--- src/hdl/qrs_pkg.sv ---
// Package for the quadratic root solver: root class codes and fixed widths.
// No dependencies.
package qrs_pkg;

  localparam int OUT_W = 41;
  localparam int QDEPTH = 4;
  localparam int QPTR_W = 2;

  typedef enum logic [2:0] {
    KIND_NONE   = 3'd0,
    KIND_DEGEN  = 3'd1,
    KIND_LINEAR = 3'd2,
    KIND_DOUBLE = 3'd3,
    KIND_TWO    = 3'd4
  } kind_t;

endpackage

--- src/hdl/qrs_queue.sv ---
// Short queue between the front end and the arithmetic back end.
// Depends on qrs_pkg.
module qrs_queue #(
  parameter int W = 8
) (
  input  logic         clk,
  input  logic         rst_n,
  input  logic         push,
  input  logic [W-1:0] push_data,
  output logic         full,
  input  logic         pop,
  output logic         head_valid,
  output logic [W-1:0] head_data
);
  import qrs_pkg::*;

  logic [W-1:0]        mem_r [QDEPTH];
  logic [QPTR_W-1:0]   wr_r, rd_r;
  logic [QPTR_W:0]     cnt_r;

  assign full       = (cnt_r == (QPTR_W+1)'(QDEPTH));
  assign head_valid = (cnt_r != '0);
  assign head_data  = mem_r[rd_r];

  always_ff @(posedge clk) begin
    if (!rst_n) begin
      wr_r  <= '0;
      rd_r  <= '0;
      cnt_r <= '0;
    end else begin
      if (push) wr_r <= wr_r + 1'b1;
      if (pop)  rd_r <= rd_r + 1'b1;
      if (push && !pop) cnt_r <= cnt_r + 1'b1;
      else if (pop && !push) cnt_r <= cnt_r - 1'b1;
    end
  end

  always_ff @(posedge clk) begin
    if (push) mem_r[wr_r] <= push_data;
  end

endmodule

--- config.mk ---
export PLATFORM = sky130hd
export DESIGN_NAME = qrs_queue
export DESIGN_NICKNAME = d
export VERILOG_FILES = /design/src/hdl/qrs_pkg.sv /design/src/hdl/qrs_queue.sv
export SDC_FILE = /design/constraint.sdc
export NUM_CORES = 1
export LEC_CHECK = 0
export ABC_AREA = 1
export ABC_CLOCK_PERIOD_IN_PS = 1300
export BUFFER_PORTS_ARGS = -buffer_cell sky130_fd_sc_hd__buf_2
export CAP_MARGIN = 25
export CORE_MARGIN = 5
export CORE_UTILIZATION = 45
export CTS_BUF_LIST = sky130_fd_sc_hd__clkbuf_16
export CTS_CLUSTER_DIAMETER = 120
export CTS_CLUSTER_SIZE = 30
export DETAILED_ROUTE_END_ITERATION = 8
export PLACE_DENSITY_LB_ADDON = 0.05
export SYNTH_ARGS = -nofsm -noshare
export SYNTH_HDL_FRONTEND = slang
export SYNTH_SLANG_ARGS = --single-unit
--- constraint.sdc ---
create_clock -name clk -period 1.3 [get_ports clk]
set_clock_uncertainty 0.2 [all_clocks]
set_input_delay 0.13 -clock clk [delete_from_list [all_inputs] [get_ports clk]]
set_output_delay 0.13 -clock clk [all_outputs]
set_load 0.02 [all_outputs]
# ---- After elaboration in Yosys (flattened, before gate mapping)
# Memories as Yosys holds them, arrays and structs flattened. A register that Yosys moved wholly into a read port is not among the register bits.
# Cells that the tools add are included.
dict set report totals {
  reg_bits 7
  mem_bits_rw 32
  input_bits 12
  wordCells 21
  memories 1
}
# name depth word_bits read_ports rd_ports_with_merged_regs write_ports line
set mem_list {}
lappend mem_list {mem_r 4 8 1 1 1 qrs_queue.sv:17} ;# logic [W-1:0] mem_r [QDEPTH];
dict set report classes {
  add_sub_neg 4
  n_eq_ne 1
  mux 6
  n_reduce_logical 6
}
# cell n
set op_table {}
lappend op_table {{3-bit two-way mux} 2}
lappend op_table {{2-bit by 1-bit adder with 2-bit output (second input constant)} 2}
lappend op_table {{2-bit two-way mux} 2}
lappend op_table {{3-bit by 1-bit adder with 3-bit output (second input constant)} 1}
lappend op_table {{3-bit == test (second input constant)} 1}
lappend op_table {{3-bit nonzero test} 1}
lappend op_table {{3-bit by 1-bit subtractor with 3-bit output (second input constant)} 1}
lappend op_table {{1-bit logical AND} 2}
lappend op_table {{1-bit logical NOT} 2}
lappend op_table {{1-bit two-way mux} 2}
lappend op_table {{2-bit nonzero test} 1}

# ---- Depth between registers and ports, before layout
dict set report logic_depth {
  word_depth 4
  depth_mapped 10
  ltp_nobuf 10
}

# ---- Worst setup path before layout
# Ideal clock, no wire load.
dict set report synth_timing {
  path_kind {register to register}
  start {register cnt_r[0]}
  end {register cnt_r[2]}
  setup_time_ns 0.110
  t_arrival_ns 1.043
  required_ns 0.990
  slack_ns -0.052
  path_stages_with_launch 8
  n_path_buf 0
  path_cell_list {dfxtp_1 fa_1 inv_1 nand2_1 nand3_1 nand2_1 inv_1 nor2_1}
}
dict set report synth_between {
  elab_chain_cells 3
}
# element line
set synth_lines {}
lappend synth_lines {{start: declaration} qrs_queue.sv:19} ;# logic [QPTR_W:0] cnt_r;
lappend synth_lines {{start signal: assignment} qrs_queue.sv:33} ;# if (push && !pop) cnt_r <= cnt_r + 1'b1;
lappend synth_lines {{start signal: assignment} qrs_queue.sv:34} ;# else if (pop && !push) cnt_r <= cnt_r - 1'b1;
lappend synth_lines {{3-bit by 1-bit subtractor with 3-bit output} qrs_queue.sv:34}
lappend synth_lines {{3-bit two-way mux} qrs_queue.sv:34}
lappend synth_lines {{3-bit two-way mux (*)} qrs_queue.sv:33}
# Mark *: on every way between the ends. The rest lies on a longest branch, timed or not. The select of a mux whose other input is x is not followed.
# A chain may end at the register's enable or synchronous reset.

==> key figures <==
Critical path
  – Data arrival time of the critical path: 1.18 ns
  – RR Startpoint: cnt_r[0]$_SDFFE_PN0P_
  – CP Capture Type: output port
  – Worst-path maximum fanout: 4
  – Crit start category: flip-flop
  – RR Endpoint: cnt_r[2]$_SDFFE_PN0P_
  – Flop2flop setup slack: 0.01 ns
  – Path type of the worst setup path: reg2out
  – Worst r2r path cells: 6
  – Critical Path RT: 0.97 ns

Power
  – Leak: 0.961 nW
  – Max VDD drop: 0.806 mV
  – PwrDens: 1330 nW/um^2
  – Pwr Total: 3.20 mW

Routing
  – Initial drt markers: 63
  – Routed Antenna Nets: 0
  – Final wirelength: 3110 um
  – DR vias: 1120
  – WL/cell: 13.2 um
  – Residual DRC count: 0
  – First-pass DRT Iterations: 4
  – DR vias/cell: 4.77

Worst hold path
  – Min-Delay Path Class: in2reg
  – Worst hold path cell count: 3
  – Hold Path End: cnt_r[0]$_SDFFE_PN0P_
  – Min-delay src: push

Run
  – Max-cap viol count: 0

Place
  – DP Worst Slack: -0.207 ns
  – RD Place Congestion: 0.746
  – I/O Buffers: 21
  – Final HPWL DP: 2240 um

STA
  – Hold slack final: 0.0525 ns
  – Worst slew margin: 85.6%
  – Fin. max-slew vios: 0
  – Post-layout min period: 1.51 ns
  – Finish-stage setup viols: 10
  – FMAX: 662 MHz
  – Setup ws final: -0.210 ns
  – Fin crit share: 116%
  – Measured slew at the worst slew-check pin: 0.214 ns
  – Hold Vio Cnt, Final: 0
  – RSZ-0062 raised after global routing: true

Global route
  – GRT Total Usage: 14.4%
  – Initial antenna violation count: 0
  – Number of global-route vias before repair: 1175
  – Global-route wire length before repair: 5390 um
  – Pin count of the biggest net entering global routing: 13
  – Gr ovfl total: 0

Yosys
  – Ys flop type: edfxtp_1
  – Synth Instances: 135
  – Yosys reg bits: 41
  – Syn nets: 153
  – Number of synthesized flops with an enable pin: 32
  – Post-synthesis area per instance: 12.2 um^2
  – Synth top cells by count: edfxtp_1, nor2_1, o21ai_0
  – Synth async-reset ratio: 0%
  – Post-Syn Area: 1640 um^2
  – Count leader, synth: edfxtp_1
  – Post-synthesis sequential area ratio: 69.5%
  – Unique masters post-synth: 18
  – Synth Warn #: 0
  – Synth area leaders: edfxtp_1, dfxtp_1, o21ai_0
  – Share of the synthesized area in the top cell type: 58.5%
  – Synth area leader: edfxtp_1

Cells and area
  – Layout cells sized above 1: 49.2%
  – Layout area overhead: 46.2%
  – Nets: 204
  – Multi-input gate area: 554 um^2
  – ANT cells: 0
  – Post-Route Utilization: 66.6%
  – Register Area: 1160 um^2
  – # fillers: 283

Clock tree
  – Clock insertion delay at the later pin of the skew report: 0.27 ns
  – Clock transition at path regs: 0.05 ns
  – Clk buf depth: 2
  – TritonCTS clock tree: built
  – Clock Sinks: 41
  – Setup bufs post-CTS: 0
  – H-tree depth: 2
  – Root Buffer: clkbuf_16
  – CTS buffer count: 5

Die
  – Site Rows: 22
  – Die extent in y: 70.4 um
  – Die Area: 4960 um^2
  – Die width: 70.4 um
  – Core area: 3610 um^2
  – Starting Density: 45.5%
  – Num ports: 22

Status
  – Failing checks: setup timing
  – Outcome: finished, violations left
[through the flow]
step                std cells  area, um^2   TNS, ns
global route              235        2400     -2.48
finish                    235        2400     -1.73
detailed placement        220        2010     -1.70
CTS                       237        2360     -1.87
global placement          220        2010    -0.690
floorplan                 135        1690  -0.00529
[area by class of cell]
type,instances,area share [%]
clock buffers,5,5.21
clock inverters,3,0.469
inverters,17,3.18
multi-input cells,75,23.1
flip-flops and latches,41,48.2
well taps,48,2.50
repair buffers,46,17.4
[critical path, cell delays in order, from the launching register on]
cell and delay (ns):
dfxtp_2 0.33, inv_2 0.08, buf_4 0.15, nor2_2 0.04
o22ai_2 0.17, buf_6 0.14
[repair_timing]
item                                    4_1_cts  5_1_grt
endpoints found under the setup margin       36       44
hold endpoints to repair                     40        0
hold buffers                                  9        0
gates resized for setup                      59       26
gates cloned                                  0        0
pin swaps                                    10       10
[placed cells by master, fill, tap and decap left out, types with 5 or more instances in the layout]
| cell | Yosys | routed |
|---|---|---|
| buf_4 | 0 | 9 |
| dlygate4sd3_1 | 0 | 9 |
| o21ai_0 | 18 | 5 |
| nand2_2 | 0 | 6 |
| o21ai_1 | 2 | 9 |
| o22ai_2 | 0 | 8 |
| nor2_1 | 19 | 14 |
| clkbuf_16 | 0 | 5 |
| buf_2 | 0 | 11 |
| inv_1 | 16 | 11 |
| nor2_2 | 3 | 7 |
| edfxtp_1 | 32 | 32 |
| buf_6 | 2 | 15 |
| o21ai_2 | 2 | 7 |
| inv_2 | 1 | 5 |
[flip-flops by register name, summed over array words and instances (netlist names), named ones only]
name,count
cnt_r,3
rd_r,2
wr_r,2
mem_r,32
[per-layer routing]
layer | track usage (%) | part of all wire, % | wire length, um
met4 | 5.74 | 1.4 | 43
met5 | 0 | 0 | 0
met1 | 14.8 | 37 | 1140
met3 | 4.46 | 3.1 | 97
met2 | 26.6 | 59 | 1820
[kinds of logic after synthesis]
family          synth area share (%)
compound gates                  11.4
fa+ha+maj                       5.03
flops                           69.5
buf+inv                         5.26
simple gates                    8.77
[how the worst max path moves through the flow]
stage	startpoint	endpoint
after floorplan	cnt_r[0]$_SDFFE_PN0P_	cnt_r[2]$_SDFFE_PN0P_
after detailed placement	pop	cnt_r[2]$_SDFFE_PN0P_
after global placement	pop	cnt_r[2]$_SDFFE_PN0P_
final	flip-flop	head_data[3]
after global routing	flip-flop	head_data[6]
after CTS	flip-flop	head_data[7]
[power breakdown]
| part | total [mW] | switching, mW | leakage [nW] | internal [mW] |
|---|---|---|---|---|
| clock | 1.10 | 0.417 | 0.0776 | 0.688 |
| combinational | 0.570 | 0.296 | 0.512 | 0.275 |
| sequential | 1.52 | 0.0369 | 0.371 | 1.49 |
Note: power is estimated with default switching activity, not from simulation.
