### src/hdl/qrs_pkg.sv
// Package for the quadratic root solver: root class codes and fixed widths.
// No dependencies.
package qrs_pkg;

  localparam int OUT_W = 41;
  localparam int QDEPTH = 4;
  localparam int QPTR_W = 2;

  typedef enum logic [2:0] {
    KIND_NONE   = 3'd0,
    KIND_DEGEN  = 3'd1,
    KIND_LINEAR = 3'd2,
    KIND_DOUBLE = 3'd3,
    KIND_TWO    = 3'd4
  } kind_t;

endpackage

### src/hdl/qrs_sqrt_pipe.sv
// Pipelined digit-by-digit square root, one root bit per stage, with sideband.
// Depends on qrs_pkg.
module qrs_sqrt_pipe #(
  parameter int SW = 33,
  parameter int PW = 8
) (
  input  logic            clk,
  input  logic            rst_n,
  input  logic            en,
  input  logic            in_valid,
  input  logic [2*SW-1:0] in_rad,
  input  logic [PW-1:0]   in_pay,
  output logic            out_valid,
  output logic [SW-1:0]   out_root,
  output logic [PW-1:0]   out_pay
);
  import qrs_pkg::*;

  logic            v_r    [SW];
  logic [SW-1:0]   rem_r  [SW];
  logic [SW-1:0]   root_r [SW];
  logic [2*SW-1:0] rad_r  [SW];
  logic [PW-1:0]   pay_r  [SW];

  for (genvar i = 0; i < SW; i++) begin : g_stage
    logic            v_in;
    logic [SW-1:0]   rem_in, root_in;
    logic [2*SW-1:0] rad_in;
    logic [PW-1:0]   pay_in;
    logic [SW+1:0]   remsh, trial;
    logic            ge;

    if (i == 0) begin : g_first
      assign v_in    = in_valid;
      assign rem_in  = '0;
      assign root_in = '0;
      assign rad_in  = in_rad;
      assign pay_in  = in_pay;
    end else begin : g_next
      assign v_in    = v_r[i-1];
      assign rem_in  = rem_r[i-1];
      assign root_in = root_r[i-1];
      assign rad_in  = rad_r[i-1];
      assign pay_in  = pay_r[i-1];
    end

    assign remsh = {rem_in, rad_in[2*SW-1 -: 2]};
    assign trial = {root_in, 2'b01};
    assign ge    = (remsh >= trial);

    always_ff @(posedge clk) begin
      if (!rst_n) begin
        v_r[i] <= 1'b0;
      end else if (en) begin
        v_r[i] <= v_in;
      end
    end

    always_ff @(posedge clk) begin
      if (en) begin
        rem_r[i]  <= ge ? SW'(remsh - trial) : SW'(remsh);
        root_r[i] <= {root_in[SW-2:0], ge};
        rad_r[i]  <= rad_in << 2;
        pay_r[i]  <= pay_in;
      end
    end
  end

  assign out_valid = v_r[SW-1];
  assign out_root  = root_r[SW-1];
  assign out_pay   = pay_r[SW-1];

endmodule

### config.mk
export PLATFORM = sky130hd
export DESIGN_NAME = qrs_sqrt_pipe
export DESIGN_NICKNAME = d
export VERILOG_FILES = /design/src/hdl/qrs_pkg.sv /design/src/hdl/qrs_sqrt_pipe.sv
export SDC_FILE = /design/constraint.sdc
export NUM_CORES = 2
export LEC_CHECK = 0
export BUFFER_PORTS_ARGS = -buffer_cell sky130_fd_sc_hd__buf_4
export CAP_MARGIN = 0
export CORE_AREA = 8 8 479 481
export DETAILED_ROUTE_END_ITERATION = 8
export DIE_AREA = 0 0 487 489
export PLACE_DENSITY_LB_ADDON = 0.3
export SLEW_MARGIN = 10
export SYNTH_ARGS = -nofsm -noshare
export SYNTH_HDL_FRONTEND = slang
export SYNTH_MEMORY_MAX_BITS = 65536
export SYNTH_SLANG_ARGS = --single-unit
### constraint.sdc
create_clock -name clk -period 7.8 [get_ports clk]
set_input_delay 0.39 -clock clk [delete_from_list [all_inputs] [get_ports clk]]
set_output_delay 0.39 -clock clk [all_outputs]
set_load 0.02 [all_outputs]
Yosys cells after proc, flatten, opt, wreduce, memory -nomap -nowiden
Memory sizes are Yosys's and may differ from the RTL's.
Cells that the tools add are included.
Widths: inputs -> output; s select.
{ "classes": {"magnitude_cmp": 33, "addsub": 33, "muxes": 71, "n_bitwise": 33} }
{ "op_table": {"columns": ["operator", "count"], "rows": [
  ["$ge 35x35->1", 32],
  ["$mux 33", 33],
  ["$sub 33x33->33", 32],
  ["$mux 1", 38],
  ["$or 1x1->1", 33],
  ["$sub 2x1->3 const B", 1],
  ["$ge 2x1->1 const B", 1]
]} }
{ "totals": {"wordCells": 175, "in_bits": 78, "register_bits": 0, "ramBits": 4587, "output_inout_bits": 42, "memories": 5} }
{ "mem_list": {"columns": ["name", "depth", "word_bits", "read_ports", "rd_ports_with_merged_regs", "write_ports", "line_no", "source"], "rows": [
  ["rad_r", 33, 64, 32, 0, 33, "qrs_sqrt_pipe.sv:22", "logic [2*SW-1:0] rad_r [SW];"],
  ["rem_r", 33, 33, 32, 0, 33, "qrs_sqrt_pipe.sv:20", "logic [SW-1:0] rem_r [SW];"],
  ["root_r", 33, 33, 33, 0, 33, "qrs_sqrt_pipe.sv:21", "logic [SW-1:0] root_r [SW];"],
  ["pay_r", 33, 8, 33, 0, 33, "qrs_sqrt_pipe.sv:23", "logic [PW-1:0] pay_r [SW];"],
  ["v_r", 33, 1, 33, 0, 33, "qrs_sqrt_pipe.sv:19", "logic v_r [SW];"]
]} }

Depth between registers and ports, before layout
{ "depth": {"ltp_word": 4, "depth_mapped": 14, "mapped_depth_nobuf": 12} }

Least setup slack after synthesis
No wires, ideal clock.
{ "synth_timing": {"path_kind": "register to register", "from": "memory rem_r[30][8] (netlist: rem_r[0][998])", "to": "memory rem_r[31][19] (netlist: rem_r[0][1042]), data pin", "period_less_slack_ps": 3419, "setup_ps": 260, "required_time_ps": 7540, "arrival_ps": 3159, "slack_ps": 4381, "path_stages_with_launch": 13, "n_path_buf": 2, "cell_sequence": "edfxtp_1 -> ha_1 -> a21oi_1 -> o21ai_0 -> a2111oi_0 -> nand3_1 -> a31oi_1 -> a31oi_1 -> a31oi_1 -> o21a_1 -> buf_2 -> buf_2 -> mux2_2"} }
{ "synth_lines": {"columns": ["item", "line_no"], "rows": [
  ["from (decl)", "qrs_sqrt_pipe.sv:20"]
]} }

==> flow_metrics.env <==
export IMPL_place_gp_congestion=0.922
export IMPL_ys_warnings_count=0
export IMPL_cts_buffer_depth=4
export IMPL_place_hpwl_um=189000
export IMPL_syn_num_nets=10500
export IMPL_coreArea_um2=221000
export IMPL_required_ps=8420
export IMPL_tns_ps=0
export IMPL_firstDrtPassIters=5
export IMPL_fillers=15600
export IMPL_clkSinkCount=2922
export IMPL_port_buffers=119
export IMPL_antenna_found_initial=3
export IMPL_grt_pass1_wl_um=425000
export IMPL_power_density_nw_per_um2=305
export IMPL_routed_wl_um=270000
export IMPL_cts_root_buf="clkbuf_16"
export IMPL_synth_area_um2=132000
export IMPL_end_kind="flip-flop"
export IMPL_setup_viol=0
export IMPL_synthCells=9840
export IMPL_post_drt_wl_per_cell_um=20.1
export IMPL_vias_per_cell=5.82
export IMPL_finalHoldViolCount=0
export IMPL_drt_initial_drc_count=6511
export IMPL_drive_gt1_frac=0.0800
export IMPL_ir_drop_mv=0.273
export IMPL_fp_dieH_um=489
export IMPL_ys_seq_area_frac=0.664
export IMPL_cp_data_arrival_time_ps=5160
export IMPL_die_width_um=487
export IMPL_cts_tree="done"
export IMPL_clock_skew_ps=86.0
export IMPL_ant_nets=0
export IMPL_cts_buffers=316
export IMPL_hold_ws_ps=175
export IMPL_dieArea_um2=238000
export IMPL_rows=173
export IMPL_grt_ovfl_total=0
export IMPL_rsz0062_at_grt="false"
export IMPL_grt_pass1_vias=77300
export IMPL_synth_area_per_cell_um2=13.4
export IMPL_clock_fmax_mhz=221
export IMPL_finalCriticalPeriod_ps=4540
export IMPL_worstMarginPinSlew_ps=1240
export IMPL_status="finished, final reports clean"
export IMPL_ys_types=88
export IMPL_maxCapViolCount=0
export IMPL_slew_violations=0
export IMPL_start_kind="flip-flop"
export IMPL_cp_max_fo=46
export IMPL_area_growth_pct=11.6
export IMPL_grt_use_total=0.222
export IMPL_p_leak_uw=0.0561
export IMPL_initial_core_util=0.596
export IMPL_grt_max_degree=196
export IMPL_vias=78000
export IMPL_async_flop_share=0
export IMPL_synth_flop_cell="edfxtp_1"
export IMPL_nets=10900
export IMPL_synth_seq_cells=2922
export IMPL_relSlewSlack=0.164
export IMPL_crit_type="flip-flop to flip-flop"
export IMPL_cts_htree_levels=5
export IMPL_insertion_delay_ps=930
export IMPL_worstHoldPathType="input pin to flip-flop"
export IMPL_route_detailed_drc=0
export IMPL_path_clk_slew_ps=60
export IMPL_post_route_period_util=0.581
export IMPL_synth_edff_count=2921
export IMPL_pin_count=120
## flip-flops by register name (all words and copies together) (netlist names)
name    cells
pay_r     264
rad_r    1056
rem_r    1008
root_r    561
v_r        33
## stage by stage
step	utilization	instance area, um^2	std cells	setup slack [ps]	power [uW]
final	0.666	147000	13400	3260	45000
after CTS	0.666	147000	13400	3300	45300
after global routing	0.666	147000	13400	3000	47100
after global placement	0.617	137000	12800	3530	30400
after floorplan	-	132000	9840	4380	27700
after detailed placement	0.617	137000	12800	3350	30600
## synthesized netlist by cell type (71+ instances only)
| master | instances | area [um^2] |
|---|---|---|
| edfxtp_1 | 2921 | 87700 |
| inv_1 | 753 | 2830 |
| a21oi_1 | 632 | 3160 |
| nor2_1 | 619 | 2320 |
| ha_1 | 595 | 7440 |
| nand2_1 | 586 | 2200 |
| xnor2_1 | 438 | 3840 |
| o21ai_0 | 428 | 2140 |
| xor2_1 | 384 | 3360 |
| a21o_1 | 235 | 1760 |
| nor3_1 | 227 | 1140 |
| clkbuf_1 | 164 | 616 |
| nand3_1 | 158 | 791 |
| nor4_1 | 125 | 782 |
| mux2_2 | 124 | 1400 |
| o21a_1 | 113 | 848 |
| nand2b_1 | 112 | 701 |
| and3_1 | 103 | 644 |
| nand4_1 | 96 | 601 |
| or3_1 | 93 | 582 |
| nor2b_1 | 89 | 557 |
| a31oi_1 | 71 | 444 |
## power breakdown
part	switching (uW)	leakage [uW]	total (uW)	internal, uW
clock network	5870	0.00488	14500	8630
registers	1310	0.0282	21100	19800
logic	5360	0.0230	9310	3950
total	12600	0.0561	45000	32400
## cells in the final DEF (no fill, tap or decap), types with 235 or more instances in the layout
cell type  count
a21o_1       235
a21oi_1      631
clkbuf_16    317
edfxtp_1    2921
ha_1         595
inv_1        753
nand2_1      586
nor2_1       617
o21ai_0      427
xnor2_1      438
xor2_1       384
## cell families after synthesis
logic type                 after synthesis  share of synthesized area
adders and majority gates              595                     0.0564
DFF                                   2922                      0.664
AOI/OAI and AO/OA                     1931                     0.0915
muxes                                  143                     0.0120
and+or+nand+nor                       2476                     0.0939
xor gates and xnor gates               822                     0.0545
other                                    1                  0.0000284
buffers and inverters                  950                     0.0272
## what timing repair did
item                                    4_1_cts  5_1_grt
gates resized for setup                       0        0
hold buffers                                 79        0
endpoints found under the hold margin       129        0
setup buffers                                 0        0
endpoints found under the setup margin        0        0
## critical path, cell delays in order, from the launching register on
cell,delay [ps]
edfxtp_1,400
ha_1,370
o21ai_0,190
a2111oi_0,1030
o211ai_1,150
nand3_1,250
a21oi_1,180
o211ai_1,730
buf_4,570
mux2_2,400
## final cells by class
cell class	instances	area (um^2)	share of cell area
flip-flops and latches	2922	87700	0.595
repair buffers	253	2290	0.0155
multi-input cells	5968	40800	0.277
inverters	754	2830	0.0192
clock inverters	177	1900	0.0129
diodes	5	12.5	0.0000849
well taps	2975	3720	0.0253
clock buffers	363	8110	0.0550
## final timing paths
path	startpoint	endpoint	slack (ps)	cells after the start
setup / recovery	rem_r[0][957]	rem_r[0][994]	3260	9
hold / removal	in_rad[26]	rad_r[0][26]	180	2
setup reg to reg	rem_r[0][957]	rem_r[0][994]	3260	9
hold reg to reg	pay_r[11][5]	pay_r[12][5]	390	0
## per-layer routing
metal | share of wire | global-route usage | up-vias | routed length [um]
li1 | - | - | 37400 | -
met1 | 0.42 | 0.292 | 38000 | 114000
met2 | 0.50 | 0.384 | 2077 | 134000
met3 | 0.045 | 0.0272 | 588 | 12200
met4 | 0.036 | 0.0760 | 2 | 9810
met5 | 0.000048 | 0 | - | 13
Note: power is estimated with default switching activity, not from simulation.
