===== config.mk =====
export PLATFORM = sky130hd
export DESIGN_NAME = qrs_front
export DESIGN_NICKNAME = d
export VERILOG_FILES = /design/src/hdl/qrs_pkg.sv /design/src/hdl/qrs_front.sv
export SDC_FILE = /design/constraint.sdc
export NUM_CORES = 2
export LEC_CHECK = 0
export BUFFER_PORTS_ARGS = -buffer_cell sky130_fd_sc_hd__buf_2
export CELL_PAD_IN_SITES_DETAIL_PLACEMENT = 1
export CELL_PAD_IN_SITES_GLOBAL_PLACEMENT = 2
export CORE_MARGIN = 1
export CORE_UTILIZATION = 42
export CTS_BUF_LIST = sky130_fd_sc_hd__clkbuf_4
export CTS_CLUSTER_DIAMETER = 80
export DETAILED_ROUTE_END_ITERATION = 8
export GPL_ROUTABILITY_DRIVEN = 0
export PLACE_DENSITY = 0.81
export SYNTH_ARGS = -nofsm -noshare
export SYNTH_HDL_FRONTEND = slang
export SYNTH_SLANG_ARGS = --single-unit

===== constraint.sdc =====
create_clock -name clk -period 7.88 [get_ports clk]
set_input_delay 0.788 -clock clk [delete_from_list [all_inputs] [get_ports clk]]
set_output_delay 0.788 -clock clk [all_outputs]
set_load 0.1 [all_outputs]

===== src/hdl/qrs_pkg.sv =====
// Package for the quadratic root solver: root class codes and fixed widths.
// No dependencies.
package qrs_pkg;

  localparam int OUT_W = 41;
  localparam int QDEPTH = 4;
  localparam int QPTR_W = 2;

  typedef enum logic [2:0] {
    KIND_NONE   = 3'd0,
    KIND_DEGEN  = 3'd1,
    KIND_LINEAR = 3'd2,
    KIND_DOUBLE = 3'd3,
    KIND_TWO    = 3'd4
  } kind_t;

endpackage


===== src/hdl/qrs_front.sv =====
// Front end: accepts coefficient sets, forms the discriminant and the root class.
// Depends on qrs_pkg.
module qrs_front #(
  parameter int CB = 16,
  parameter int FB = 16
) (
  input  logic                  clk,
  input  logic                  rst_n,
  input  logic                  in_valid,
  output logic                  in_ready,
  input  logic signed [CB-1:0]  in_a,
  input  logic signed [CB-1:0]  in_b,
  input  logic signed [CB-1:0]  in_c,
  output logic                  push,
  input  logic                  full,
  output qrs_pkg::kind_t        kind,
  output logic signed [CB+FB:0] base,
  output logic signed [CB+1:0]  den,
  output logic [2*CB:0]         disc
);
  import qrs_pkg::*;

  localparam int XW = 2 * CB + 2;

  logic                   v_r;
  logic signed [CB-1:0]   a_r, b_r, c_r;
  logic signed [2*CB-1:0] bb_r, ac_r;
  logic signed [XW-1:0]   dsc;
  logic signed [CB:0]     neg_b, neg_c;

  assign in_ready = !v_r || !full;
  assign push     = v_r && !full;

  always_ff @(posedge clk) begin
    if (!rst_n) begin
      v_r <= 1'b0;
    end else if (in_ready) begin
      v_r <= in_valid;
    end
  end

  always_ff @(posedge clk) begin
    if (in_ready && in_valid) begin
      a_r  <= in_a;
      b_r  <= in_b;
      c_r  <= in_c;
      bb_r <= in_b * in_b;
      ac_r <= in_a * in_c;
    end
  end

  always_comb begin
    dsc   = XW'(bb_r) - (XW'(ac_r) <<< 2);
    neg_b = -(CB+1)'(b_r);
    neg_c = -(CB+1)'(c_r);
    disc  = '0;
    if (a_r == '0) begin
      base = (CB+FB+1)'(neg_c) <<< FB;
      den  = (CB+2)'(b_r);
      kind = (b_r == '0) ? KIND_DEGEN : KIND_LINEAR;
    end else begin
      base = (CB+FB+1)'(neg_b) <<< FB;
      den  = (CB+2)'(a_r) <<< 1;
      if (dsc == '0) begin
        kind = KIND_DOUBLE;
      end else if (dsc[XW-1]) begin
        kind = KIND_NONE;
      end else begin
        kind = KIND_TWO;
        disc = dsc[2*CB:0];
      end
    end
  end

endmodule


==> Word level (Yosys, flattened, before mapping) <==
Index checks and enable logic that the tools add are counted.
{ "totals": {"ramBits": 0, "mem_count": 0, "romBits": 0, "latchBits": 0, "reg_bits": 113, "output_inout_bits": 89} }
{ "classes": {"mux": 9, "order_cmp": 0, "mul": 2, "n_bitwise": 0, "div": 0, "add_sub_neg": 3, "n_shift": 0, "n_reduce_logical": 8, "eq_ne": 0} }
{ "ops": {"columns": ["op", "count"], "rows": [
  ["two-way mux 33 bit", 4],
  ["multiplier 16 x 16 -> 32 bit", 2],
  ["zero test 34 bit", 1],
  ["negator 16 -> 17 bit", 2],
  ["subtractor 32 x 34 -> 34 bit", 1],
  ["zero test 16 bit", 2],
  ["two-way mux 18 bit", 1],
  ["two-way mux 3 bit", 3],
  ["logical AND 1 bit", 2],
  ["zero test 1 bit", 2],
  ["two-way mux 2 bit", 1],
  ["logical OR 1 bit", 1]
]} }

==> Longest topological paths before layout <==
{ "depth": {"ltp_word": 4, "depth_mapped": 27, "mapped_depth_nobuf": 25} }

==> Worst setup path before layout <==
No wires, ideal clock.
{ "synth_path": {"kind": "reg-to-output", "from": "register bb_r[24]", "to": "output disc[28]", "stages_incl_launch_ff": 13, "n_path_buf": 1, "t_required_ns": 7.092, "slack_ns": -0.146, "t_arrival_ns": 7.238, "path_cell_list": "edfxtp_1 > ha_1 > buf_2 > a21o_1 > a21o_1 > a2111oi_2 > nor3_1 > a22o_1 > a211o_1 > a21oi_2 > xnor2_2 > nand2_2 > a2111oi_0"} }
{ "synth_via": {"elab_chain_cells": 4, "word_cells_on_any_way": 5, "classes_between": "1 x add/sub; 3 x mux; 1 x reduce/logical"} }
{ "synth_rtl": {"columns": ["element", "line_no", "source"], "rows": [
  ["start: declaration", "qrs_front.sv:27", "logic signed [2*CB-1:0] bb_r, ac_r;"],
  ["start signal: assignment", "qrs_front.sv:47", "bb_r <= in_b * in_b;"],
  ["subtractor 32 x 34 -> 34 bit *", "qrs_front.sv:53", "dsc = XW'(bb_r) - (XW'(ac_r) <<< 2);"],
  ["zero test 34 bit / two-way mux 33 bit (equally long branches)", "qrs_front.sv:64, qrs_front.sv:66", null],
  ["two-way mux 33 bit *", "qrs_front.sv:64", "if (dsc == '0) begin"],
  ["two-way mux 33 bit *", "qrs_front.sv:57", "if (a_r == '0) begin"],
  ["end: declaration", "qrs_front.sv:19", "output logic [2*CB:0] disc"]
]} }
Every way passes the cells marked *; elsewhere a longest branch is shown, timed or not.

==> Worst setup path in the final report <==
{ "layout_path": {"from": "register bb_r[4]", "to": "output kind[0]"} }
{ "layout_via": {"elab_chain_cells": 4} }
{ "layout_rtl": {"columns": ["element", "line_no", "source"], "rows": [
  ["subtractor 32 x 34 -> 34 bit", "qrs_front.sv:53", null],
  ["zero test 34 bit", "qrs_front.sv:64", null],
  ["two-way mux 3 bit", "qrs_front.sv:64", null],
  ["two-way mux 3 bit", "qrs_front.sv:57", null],
  ["end: declaration", "qrs_front.sv:16", "output qrs_pkg::kind_t kind,"]
]} }
No other way between the ends.

==> results.md <==
- Vias after detailed routing: roughly 19000
- Clk Latency, worst-skew pair: 0.59 ns
- Post-synthesis compound-gate area fraction: about 8.4%
- Summed instance area of the synthesized netlist: roughly 0.025 mm^2
- Slowest Stage Delay on Critical Path: around 1.3 ns
- Floorplan Core Area: 0.0594 mm^2
- Clock slew at reported path FFs: around 0.21 ns
- Fraction of registers with async set or reset after synthesis: 0%
- Data arrival time of the worst path: between 6 and 7 ns
- Post-synthesis cell type with the largest combined area: sky130_fd_sc_hd__fa_1
- Dominant register cell in the synthesized netlist: sky130_fd_sc_hd__edfxtp_1
- I/O Buffers: roughly 120
- Clock Tree Root: sky130_fd_sc_hd__clkbuf_4
- Number of instances resized during post-cts repair: 0
- First-pass iteration count of the detailed router: 9
- Count of flip-flops with a built-in enable after synthesis: 110
- Element type at the critical path start: register
- Final net count: roughly 3500
- H-Tree Depth: 3
- Buffers inserted during post-CTS setup optimization: 0
- Setup-violating endpoint count in the final report: 0
- Type of destination of the critical path: output port
- Inserted Clock Buffers: 9
- Cell types occupying the most area after synthesis: sky130_fd_sc_hd__fa_1 (40%), sky130_fd_sc_hd__edfxtp_1 (13%), sky130_fd_sc_hd__ha_1 (9.8%), sky130_fd_sc_hd__inv_1 (9.4%), sky130_fd_sc_hd__and2_1 (4.6%)
- Crit path kind: reg2out
- Worst min-delay path class: in2reg
- Part of the Yosys area used for sequential elements: roughly an eighth
- Worst max-slew margin expressed relative to the limit: less than 1%
- Unrepaired setup endpoints after global routing: false
- Combinational family with the most area after synthesis: adder cells
- Remaining global-route overflow: 0
- Share of the synthesized area in the top cell type: 39.5%
- Top cell types by occurrence after synthesis: sky130_fd_sc_hd__inv_1 (637), sky130_fd_sc_hd__fa_1 (500), sky130_fd_sc_hd__nand2_1 (228)
- Most frequent cell after synthesis: sky130_fd_sc_hd__inv_1
- Final Hold Fails: 0
- Synth Area in Adders: approximately half
- Vias in the first global route: 21200
- Number of unique standard cell types used by synthesis: between 80 and 90
- Min Tclk post-route: approximately 7 ns
- Number of antenna violations at the first check in global routing: 4
- TritonCTS clock tree: yes
- Data required time at the worst endpoint: 7.09 ns
- Area of the multi-input gates: just under 0.02 mm^2
- Floorplan die height: ~250 um
- Floorplan die area: about 0.061 mm^2
- Maximum root-to-sink buffer count: 2
- MaxCap Viol Count: 1
- Buffers plus inverters on the worst setup path: 1
- Final count of pins violating max slew: 0
- Share of synthesized cell area in and, or, nand and nor gates: a little over an eighth
- Ports placed on the boundary: 141
- Biggest fanout along the worst timing path: 7
- Post-CTS Hold Fix Bufs: 0
- Sum of net half-perimeters after detailed placement: around 59 mm
- Post-synthesis area per instance: approximately 9.5 um^2
- DR vias/cell: around 5.3
- First-pass GRT wire length: about 110 mm
- Critical Path, Cell by Cell: ha_1 > o21ai_0 > a21oi_1 > o221a_2 > o21bai_4 > o311ai_0 > nand3_1 > nor4_1 > nand4_1 > o31ai_1 > buf_2
- Area overhead of the layout relative to synthesis: 5.77%
- Post-synthesis cell count: roughly 2700
- Multiplexer fraction of the synthesized cell area: less than 1%
- Floorplan die width: around 250 um
- Effective utilization at floorplan: between 40% and 50%
- Pin count of the biggest net entering global routing: 70
- Sum of routed wire length over all layers: slightly below 70 mm
- Failing checks: DRC, capacitance limit
- Yosys warning count: 0
- Total GRT Usage: around a quarter
- Worst clock skew: between 0.03 and 0.04 ns
- Number of placement rows: 89
- Initial drt markers: about 920
- Tightest Pin Transition: ~1.5 ns
- Result of the run: complete, but fails checks
- Final Cycle Share: roughly nine tenths
- Number of sinks handled by clock tree synthesis: between 100 and 150
- Storage element area: between 0.003 and 0.004 mm^2
- Routed wire length per instance: about 20 um
- CP delay by family, top: compound AO/OA/AOI/OAI gates
- Ratio of cells with drive above 1 in the final layout: between 6 and 7%
- Slowest-stage cell, CP: sky130_fd_sc_hd__o311ai_0
- Xor-xnor portion of the synthesized cell area: ~4.2%
- Setup total negative slack: 0 ns
- Remaining routing DRC violations: 15
- Upper clock frequency limit: approximately 0.14 GHz
- Count of filler cells inserted in the layout: ~7000
- Antenna Violating Nets Remaining: 0
- Yosys reg bits: about 110
[worst paths after layout]
path              startpoint  endpoint  slack, ns  cells after the start
hold / removal         rst_n       v_r       0.39                      2
hold reg to reg          v_r       v_r       0.58                      2
setup reg to reg         v_r  bb_r[29]       5.56                      3
setup / recovery     bb_r[4]   kind[0]       0.83                     11
[stage by stage]
step	cells	utilization [%]	hold WS (ns)	cell area [um^2]	setup WS (ns)
after CTS	3510	45.1	0.339	26800	0.923
after detailed placement	3494	44.8	0.556	26600	0.261
after global placement	3494	44.8	0.512	26600	0.470
after floorplan	2682	-	0.487	25400	1.10
final	3513	45.1	0.390	26800	0.826
after global routing	3513	45.1	0.361	26800	0.322
[layer usage]
metal | vias up | track usage [%] | wire [um]
li1 | 8316 | - | -
met1 | 9744 | 31.3 | 29500
met2 | 372 | 42.4 | 35300
met3 | 71 | 2.51 | 2630
met4 | 0 | 6.06 | 1700
met5 | - | 0 | 0
[cell type report]
type	count	share of cell area, %
Antenna cell	3	0.0280
Clock buffer	9	0.252
Clock inverter	7	0.378
Inverter	638	8.94
Multi-Input combinational cell	1839	71.8
Sequential cell	111	12.4
Tap cell	773	3.61
Timing Repair Buffer	133	2.58
[state kept, by name, summed over array words and instances (netlist names)]
name and cells:
ac_r 32, bb_r 30, a_r 16, b_r 16, c_r 16, v_r 1
[kinds of logic after synthesis]
logic type | count (synthesis)
muxes | 2
AOI/OAI and AO/OA | 303
buffers and inverters | 732
and+or+nand+nor | 698
other | 1
xor gates and xnor gates | 120
DFF | 111
adders and majority gates | 699
[worst register-to-register path, cell delays in order (launching register included)]
cell                      delay [ns]
sky130_fd_sc_hd__dfxtp_1        0.37
sky130_fd_sc_hd__nand2_1        0.08
sky130_fd_sc_hd__and2_4         0.54
sky130_fd_sc_hd__buf_4          0.91
[cells in the final DEF (no fill, tap or decap), types with 11 or more instances in the layout]
cell type	instances
sky130_fd_sc_hd__a211oi_1	15
sky130_fd_sc_hd__a21o_1	47
sky130_fd_sc_hd__a21oi_1	73
sky130_fd_sc_hd__and2_1	185
sky130_fd_sc_hd__and3_1	27
sky130_fd_sc_hd__buf_2	123
sky130_fd_sc_hd__conb_1	17
sky130_fd_sc_hd__edfxtp_1	110
sky130_fd_sc_hd__fa_1	500
sky130_fd_sc_hd__ha_1	199
sky130_fd_sc_hd__inv_1	637
sky130_fd_sc_hd__nand2_1	228
sky130_fd_sc_hd__nand2b_1	24
sky130_fd_sc_hd__nand3_1	19
sky130_fd_sc_hd__nand4_1	11
sky130_fd_sc_hd__nor2_1	120
sky130_fd_sc_hd__nor2b_1	15
sky130_fd_sc_hd__nor3_1	26
sky130_fd_sc_hd__nor4_1	12
sky130_fd_sc_hd__o21a_1	12
sky130_fd_sc_hd__o21ai_0	60
sky130_fd_sc_hd__or3_1	12
sky130_fd_sc_hd__xnor2_1	79
sky130_fd_sc_hd__xor2_1	40
Power is left out: the tool's default activity adds up to more than one toggle a clock period on the data nets, which glitch-free logic cannot reach.
